## config.mk

```make
export PLATFORM = sky130hd
export DESIGN_NAME = gtg_isqrt
export DESIGN_NICKNAME = d
export VERILOG_FILES = /design/src/design/gtg_pkg.sv /design/src/design/gtg_isqrt.sv
export SDC_FILE = /design/constraint.sdc
export NUM_CORES = 1
export LEC_CHECK = 0
export BUFFER_PORTS_ARGS = -buffer_cell sky130_fd_sc_hd__buf_2
export CORE_ASPECT_RATIO = 1.1
export CORE_MARGIN = 4
export CORE_UTILIZATION = 43
export CTS_CLUSTER_SIZE = 24
export DETAILED_ROUTE_END_ITERATION = 10
export SLEW_MARGIN = 20
export SYNTH_ARGS = -nofsm -noshare
export SYNTH_HDL_FRONTEND = slang
export SYNTH_SLANG_ARGS = --single-unit
export TNS_END_PERCENT = 1
```

## constraint.sdc

```tcl
create_clock -name clk -period 11.02 [get_ports clk]
set_clock_uncertainty 0.1 [all_clocks]
set_input_delay 1.102 -clock clk [delete_from_list [all_inputs] [get_ports clk]]
set_output_delay 1.102 -clock clk [all_outputs]
set_load 0.02 [all_outputs]
```

## src/design/gtg_pkg.sv

```systemverilog
package gtg_pkg;

    // Datapath widths
    localparam int CW = 38;            // CORDIC x/y width
    localparam int ZW = 21;            // CORDIC angle accumulator, Q.16
    localparam int AW = 17;            // angle width, Q3.13
    localparam int CORDIC_STEPS = 17;

    localparam logic signed [ZW-1:0] HALF_PI_Q16 = 21'sd102944;
    localparam logic signed [17:0] PI_Q13 = 18'sd25736;
    localparam logic signed [17:0] TWO_PI_Q13 = 18'sd51472;
    localparam logic [17:0] FINAL_TOL = 18'd819;
    localparam logic [48:0] SUM_MAX = 49'h0_FFFF_FFFF_FFFF;

    // Register indexes
    localparam logic [2:0] R_GOAL_X = 3'd0;
    localparam logic [2:0] R_GOAL_Y = 3'd1;
    localparam logic [2:0] R_GOAL_HEAD = 3'd2;
    localparam logic [2:0] R_PROP_GAIN = 3'd3;
    localparam logic [2:0] R_INT_GAIN = 3'd4;
    localparam logic [2:0] R_SPEED_LIM = 3'd5;
    localparam logic [2:0] R_ARRIVE = 3'd6;
    localparam logic [2:0] R_ALIGN_TOL = 3'd7;

    // Controller phases
    localparam logic [1:0] PH_ALIGN = 2'd0;
    localparam logic [1:0] PH_DRIVE = 2'd1;
    localparam logic [1:0] PH_FINAL = 2'd2;
    localparam logic [1:0] PH_DONE = 2'd3;

    typedef enum logic [3:0] {
        ST_IDLE, ST_QMUL, ST_YAW_START, ST_YAW_WAIT, ST_DISPATCH,
        ST_BEAR_START, ST_BEAR_WAIT, ST_ALIGN, ST_SQMUL, ST_SQRT_START,
        ST_SQRT_WAIT, ST_SUM, ST_SPMUL, ST_DRIVE, ST_FINAL, ST_OUT
    } gtg_state_t;

    typedef enum logic [3:0] {
        MS_WZ, MS_XY, MS_YY, MS_ZZ, MS_MX, MS_MY, MS_KP, MS_KI_LO, MS_KI_HI, MS_NONE
    } gtg_mul_sel_t;

    // Handshake between the sequencer and an iterative unit
    typedef struct packed {
        logic start;
    } gtg_unit_ctl_t;

    typedef struct packed {
        logic busy;
        logic done;
    } gtg_unit_sts_t;

    function automatic logic signed [ZW-1:0] atan_entry(input logic [4:0] idx);
        logic signed [ZW-1:0] v;
        case (idx)
            5'd0:    v = 21'sd51472;
            5'd1:    v = 21'sd30386;
            5'd2:    v = 21'sd16055;
            5'd3:    v = 21'sd8150;
            5'd4:    v = 21'sd4091;
            5'd5:    v = 21'sd2047;
            5'd6:    v = 21'sd1024;
            5'd7:    v = 21'sd512;
            5'd8:    v = 21'sd256;
            5'd9:    v = 21'sd128;
            5'd10:   v = 21'sd64;
            5'd11:   v = 21'sd32;
            5'd12:   v = 21'sd16;
            5'd13:   v = 21'sd8;
            5'd14:   v = 21'sd4;
            5'd15:   v = 21'sd2;
            5'd16:   v = 21'sd1;
            default: v = 21'sd0;
        endcase
        return v;
    endfunction

    // Brings an angle difference (well inside two turns) into [-pi, pi].
    function automatic logic signed [AW-1:0] wrap_angle(input logic signed [17:0] a);
        logic signed [17:0] r;
        r = a;
        if (a >= TWO_PI_Q13)
            r = a - TWO_PI_Q13;
        else if (a <= -TWO_PI_Q13)
            r = a + TWO_PI_Q13;
        if (r > PI_Q13)
            r = r - TWO_PI_Q13;
        else if (r < -PI_Q13)
            r = r + TWO_PI_Q13;
        return r[AW-1:0];
    endfunction

    function automatic logic [17:0] abs18(input logic signed [17:0] a);
        return a[17] ? 18'(-a) : 18'(a);
    endfunction

endpackage

```

## src/design/gtg_isqrt.sv

```systemverilog
module gtg_isqrt (
    input  logic                   clk,
    input  logic                   rst_n,
    input  gtg_pkg::gtg_unit_ctl_t ctl,
    input  logic [63:0]            value,
    output gtg_pkg::gtg_unit_sts_t sts,
    output logic [31:0]            root
);
    import gtg_pkg::*;

    logic        busy_reg;
    logic        done_reg;
    logic [63:0] v_reg;
    logic [63:0] res_reg;
    logic [63:0] bit_reg;
    logic [63:0] trial;

    assign trial = res_reg + bit_reg;

    always_ff @(posedge clk or negedge rst_n)
    begin
        if (!rst_n)
        begin
            busy_reg <= 1'b0;
            done_reg <= 1'b0;
        end
        else
        begin
            done_reg <= 1'b0;
            if (ctl.start)
            begin
                busy_reg <= 1'b1;
            end
            else if (busy_reg && bit_reg == 64'd1)
            begin
                busy_reg <= 1'b0;
                done_reg <= 1'b1;
            end
        end
    end

    // One result bit per cycle, the radicand never exceeds 2^63.
    always_ff @(posedge clk)
    begin
        if (ctl.start)
        begin
            v_reg   <= value;
            res_reg <= '0;
            bit_reg <= 64'd1 << 62;
        end
        else if (busy_reg)
        begin
            if (v_reg >= trial)
            begin
                v_reg   <= v_reg - trial;
                res_reg <= (res_reg >> 1) + bit_reg;
            end
            else
            begin
                res_reg <= res_reg >> 1;
            end
            bit_reg <= bit_reg >> 2;
        end
    end

    assign sts.busy = busy_reg;
    assign sts.done = done_reg;
    assign root = res_reg[31:0];

endmodule
```

### Yosys cells after proc, flatten, opt, wreduce, memory -nomap -nowiden

Index checks and enable logic that the tools add are counted.

| storage, ports and cells | value |
|---|---|
| flip-flop bits (word level) | 162 |
| logic and storage cells | 23 |

| cells by class | value |
|---|---|
| reductions and logical operators | 5 |
| equal/unequal tests | 1 |
| $add $sub $neg | 3 |
| $lt $le $gt $ge | 1 |
| muxes and demuxes | 8 |

Operators by type and width:

| kind | count |
|---|---|
| 2-to-1 mux 64 bit | 4 |
| adder 63 x 63 -> 64 bit | 1 |
| adder 64 x 63 -> 64 bit | 1 |
| >= comparator 64 bit | 1 |
| subtractor 64 bit | 1 |
| equality test 32 x 1 -> 1 bit, second input constant | 1 |
| nonzero test 2 bit | 3 |
| 2-to-1 mux 1 bit | 4 |
| AND reduction 2 bit | 1 |
| logical AND 1 bit | 1 |

### Logic depth before layout (Yosys ltp)

| logic depth | value |
|---|---|
| depth after elaboration | 5 |
| depth in mapped cells | 26 |
| gate-level depth less buffers | 24 |

### Worst setup path after synthesis

OpenSTA, ideal clock, no wires.

| timing | value |
|---|---|
| path kind | register -> register |
| from | reg res_reg[2] |
| to | reg v_reg[0], enable pin |
| buffers on the path | 2 |
| cell stages (with the launch flop) | 22 |
| path slack | 2676 ps |
| required time | 10421 ps |
| arrival | 7745 ps |
| setup time | 499 ps |
| cells stage by stage | dfxtp_1 ha_1 a31oi_1 o21bai_1 a21oi_1 o31ai_1 nand4_1 nand3_1 a21boi_0 o21ai_0 a31oi_1 xor2_1 ha_1 nand2_1 or4_1 nor4_1 nor3_1 a2111oi_2 a211oi_2 buf_4 buf_4 o21bai_1 |

| on the way | value |
|---|---|
| word-level cells in the longest chain between the ends | 4 |

Ends and longest elaborated chain:

| what | RTL line | text |
|---|---|---|
| start, declared | gtg_isqrt.sv:14 | `logic [63:0] res_reg;` |
| start signal, assigned | gtg_isqrt.sv:56 | `res_reg <= (res_reg >> 1) + bit_reg;` |
| start signal, assigned | gtg_isqrt.sv:60 | `res_reg <= res_reg >> 1;` |
| adder 64 x 63 -> 64 bit | gtg_isqrt.sv:18 | `assign trial = res_reg + bit_reg;` |
| >= comparator 64 bit | gtg_isqrt.sv:53 | `if (v_reg >= trial)` |
| nonzero test 2 bit (no line) | n/a |  |
| AND reduction 2 bit (no line) | n/a |  |
| end signal, assigned | gtg_isqrt.sv:47 | `v_reg <= value;` |
| end signal, assigned | gtg_isqrt.sv:55 | `v_reg <= v_reg - trial;` |
| end, declared | gtg_isqrt.sv:13 | `logic [63:0] v_reg;` |

No other way between the ends.
A chain may end at the register's enable or synchronous reset.

### Worst setup path after layout

| timing | value |
|---|---|
| from | reg res_reg[2] |
| to | reg v_reg[28], enable pin |

Same word-level chain as after synthesis.

==> parameters.txt <==
Parameter                              Value

Synthesis
  Gate count after technology mapping    1,894
  Synth Register Bits    162
  Syn_nets    2,092
  Mean cell area of the mapped netlist    7.93 um^2
  Proportion of synthesized chip area in sequential cells    0.259
  Share of async-settable or async-resettable flops after synthesis    0.0123
  Number of enable flip-flop cells after synthesis    64
  Synth warn    0
  Most instantiated flip-flop cell in the synthesis netlist    sky130_fd_sc_hd__dfxtp_1
  Post-synth cell types    80
  Synth Cell Area    15,000 um^2

Timing
  Post-layout minimum cycle time    6.95 ns
  Portion of the clock cycle consumed by the worst path in the final layout    0.630
  Setup violation total in the final timing report    0
  Hold Vio Cnt, Final    0
  Setup repair after global routing missed its margin    false
  Final slew viol count    0
  Worst-margin pin slew    1.08 ns
  Max-slew headroom at the worst pin    0.281
  Setup TNS    0 ns
  Fmax    144 MHz

Route
  Top layer reached by signal wires    met4
  Residual antenna-violating net count after detailed routing    0
  Detailed-routing wirelength on met1    18,400 um
  Via Count    13,900
  Sum of met3 wire segment lengths after detailed routing    1960 um
  Post-detailed-routing wire length    43,800 um
  1st-iter DRT viols    850
  DRC violations left    0
  Mean number of vias per cell    5.94
  Average detailed-routed wire length per instance    18.8 um
  Routed length on met2    22,400 um
  1st-pass router iterations    5

Power
  Leakage power figure    6.61 nW
  Power per Cell Area    219 nW/um^2
  Worst vdd ir    0.112 mV

Critical path
  Category of the critical setup timing path    reg -> reg
  Capturing element type of the critical path    flop
  Worst r2r src    res_reg[2]
  CP max-delay cell    sky130_fd_sc_hd__buf_4
  Kind of cell adding the most delay to the critical path    compound AO/OA/AOI/OAI gates
  Count of buffer and inverter cells on the critical path    2
  Reg2Reg Capture Point    v_reg[28]
  Register-to-register setup slack    4.07 ns
  Delay contributed by the slowest stage of the critical path    0.64 ns
  Critical path peak fanout    64
  Count of cells along the worst register-to-register path    21
  Startpoint class of the critical path    flop
  Data required time of the critical path    11.00 ns
  Critical Path Stages    21
  Cells traversed along the worst timing path    ha_1 -> a31oi_1 -> o21bai_1 -> a21oi_1 -> o31ai_1 -> nand4_1 -> nand3_1 -> a21boi_0 -> o21ai_0 -> a31oi_1 -> xor2_1 -> ha_1 -> nand2_1 -> or4_1 -> nor4_1 -> nor3_1 -> a2111oi_2 -> a211oi_4 -> buf_4 -> o21bai_4 -> buf_4
  Arrival time at the worst endpoint    6.93 ns

Placement
  Number of buffer cells added on primary ports    100
  Post-DP HPWL    33,500 um
  Placer congestion estimate    0.933
  Post-Place Cell Area    15,500 um^2

Clocking
  Clock tree from TritonCTS    done
  Post-cts repair resize count    0
  Number of buffers inserted during clock tree synthesis    17
  Maximum root-to-sink buffer count    2
  Number of sinks handled by clock tree synthesis    162
  Number of hold buffers added after cts    0
  Clock root buffer    sky130_fd_sc_hd__clkbuf_16
  Post-CTS Setup Inserts    0
  Clock-pin slew on the worst setup and hold paths    0.07 ns
  # H-tree levels    4
  Clock insertion delay at the later pin of the skew report    0.46 ns

Global routing
  Total Routing Usage GR    0.230
  Total grt overflow    0
  Maximum number of pins on one net before global-route repair    87
  Vias in the first global route    13,600
  Number of antenna violations at the first check in global routing    0
  Wire length of the first global-routing pass    70,300 um

Floorplan
  Number of primary I/O pins    101
  Starting density of the core    0.437
  Placeable core region    34,400 um^2
  Overall die height    204 um
  Number of rows created at floorplan    71
  Total Die Area    38,000 um^2
  Overall die width    186 um

Layout
  Antenna diode count    0
  Layout-stage area growth over the synthesis result    7.02%
  Share of post-route cells with drive strength above 1    0.0960
  # fillers    3,442
  Final Instance Area    16,100 um^2
  Total number of nets in the final design    2,082

Min path
  Hold crit path type    in -> async

Status
  Run status    finished, final reports clean

Flow run
  MaxCap Viol Count    0
cells in the mapped netlist (13+ instances only):
| library cell | count | area [um^2] |
|---|---|---|
| sky130_fd_sc_hd__nand2_1 | 218 | 818 |
| sky130_fd_sc_hd__nor2_1 | 177 | 664 |
| sky130_fd_sc_hd__o21ai_0 | 177 | 886 |
| sky130_fd_sc_hd__a21oi_1 | 135 | 676 |
| sky130_fd_sc_hd__ha_1 | 130 | 1630 |
| sky130_fd_sc_hd__dfxtp_1 | 96 | 1920 |
| sky130_fd_sc_hd__xnor2_1 | 81 | 709 |
| sky130_fd_sc_hd__xor2_1 | 76 | 666 |
| sky130_fd_sc_hd__clkbuf_1 | 73 | 274 |
| sky130_fd_sc_hd__edfxtp_1 | 64 | 1920 |
| sky130_fd_sc_hd__a31oi_1 | 62 | 388 |
| sky130_fd_sc_hd__a21o_1 | 57 | 428 |
| sky130_fd_sc_hd__nand4_1 | 47 | 294 |
| sky130_fd_sc_hd__mux2i_1 | 45 | 450 |
| sky130_fd_sc_hd__buf_4 | 40 | 300 |
| sky130_fd_sc_hd__o21bai_1 | 36 | 270 |
| sky130_fd_sc_hd__a211oi_1 | 27 | 203 |
| sky130_fd_sc_hd__nand3_1 | 26 | 130 |
| sky130_fd_sc_hd__nor3_1 | 24 | 120 |
| sky130_fd_sc_hd__inv_1 | 23 | 86.3 |
| sky130_fd_sc_hd__or3_1 | 20 | 125 |
| sky130_fd_sc_hd__nor2b_1 | 19 | 119 |
| sky130_fd_sc_hd__o31ai_1 | 17 | 128 |
| sky130_fd_sc_hd__a22oi_1 | 16 | 120 |
| sky130_fd_sc_hd__nor4_1 | 15 | 93.8 |
| sky130_fd_sc_hd__a311oi_1 | 14 | 123 |
| sky130_fd_sc_hd__a31o_2 | 14 | 123 |
| sky130_fd_sc_hd__o21a_1 | 13 | 97.6 |
cell usage in the layout (no fill, tap or decap), drive strengths merged, types with 14 or more instances in the layout:
cell    Yosys  layout
a211oi     31      31
a21o       57      57
a21oi     138     138
a22oi      16      16
a311oi     14      14
a31o       14      14
a31oi      62      62
buf        60     107
clkbuf     76      19
dfxtp      96      96
edfxtp     64      64
ha        130     130
inv        23      30
mux2i      45      45
nand2     218     218
nand3      26      26
nand4      48      48
nor2      177     177
nor2b      19      19
nor3       25      25
nor4       15      15
o21ai     182     182
o21bai     37      37
o31ai      18      18
or3        20      20
xnor2      81      81
xor2       76      76
metal layers:
metal  GRT usage  up-vias
met5           0        -
met4      0.0685        0
met3      0.0406       64
met2       0.419      318
met1       0.273     6547
li1            -     6946
power by group:
| group | internal, mW | switching (mW) |
|---|---|---|
| Clock | 0.358 | 0.287 |
| Sequential | 0.833 | 0.0851 |
| Combinational | 0.748 | 1.21 |
| Total | 1.94 | 1.58 |
how the worst max path moves through the flow:
stage | end | slack, ns | startpoint
3_3_place_gp | v_reg[13] | 4.18 | res_reg[2]
5_1_grt | v_reg[28] | 3.53 | res_reg[2]
2_1_floorplan | v_reg[0] | 2.68 | res_reg[2]
4_1_cts | v_reg[23] | 4.05 | res_reg[2]
6_report | v_reg[28] | 4.07 | res_reg[2]
3_5_place_dp | v_reg[14] | 4.11 | res_reg[2]
logic make-up (layout without fill, tap and decap cells):
kind of cell	count (synthesis)	after routing	share of synthesized area
XOR/XNOR	157	157	0.0916
buffers and inverters	159	161	0.0514
AO/OA/AOI/OAI	636	636	0.271
AND/OR/NAND/NOR	597	597	0.182
adder cells (fa/ha/maj)	131	131	0.110
multiplexers	52	52	0.0352
flip-flops	162	162	0.259
area by class of cell:
type                       count  area, um^2  area share
timing repair buffer         107         559      0.0348
clock inverter                12         143     0.00888
multi-input combinational   1573       10400       0.645
clock buffer                  19         464      0.0289
inverter                      23        86.3     0.00537
sequential                   162        3900       0.243
tap                          438         548      0.0341
metrics by stage:
stage                     hold WS [ns]  instances  total power [mW]  worst slack, ns   util
final                            0.315       2334              3.52             4.07  0.467
after global routing             0.311       2334              3.79             3.53  0.467
after CTS                        0.306       2334              3.53             4.05  0.467
after detailed placement         0.399       2303              2.86             4.11  0.450
after global placement           0.391       2303              2.86             4.18  0.450
after floorplan                  0.376       1894              2.44             2.68      -
Note: power is estimated with default switching activity, not from simulation.
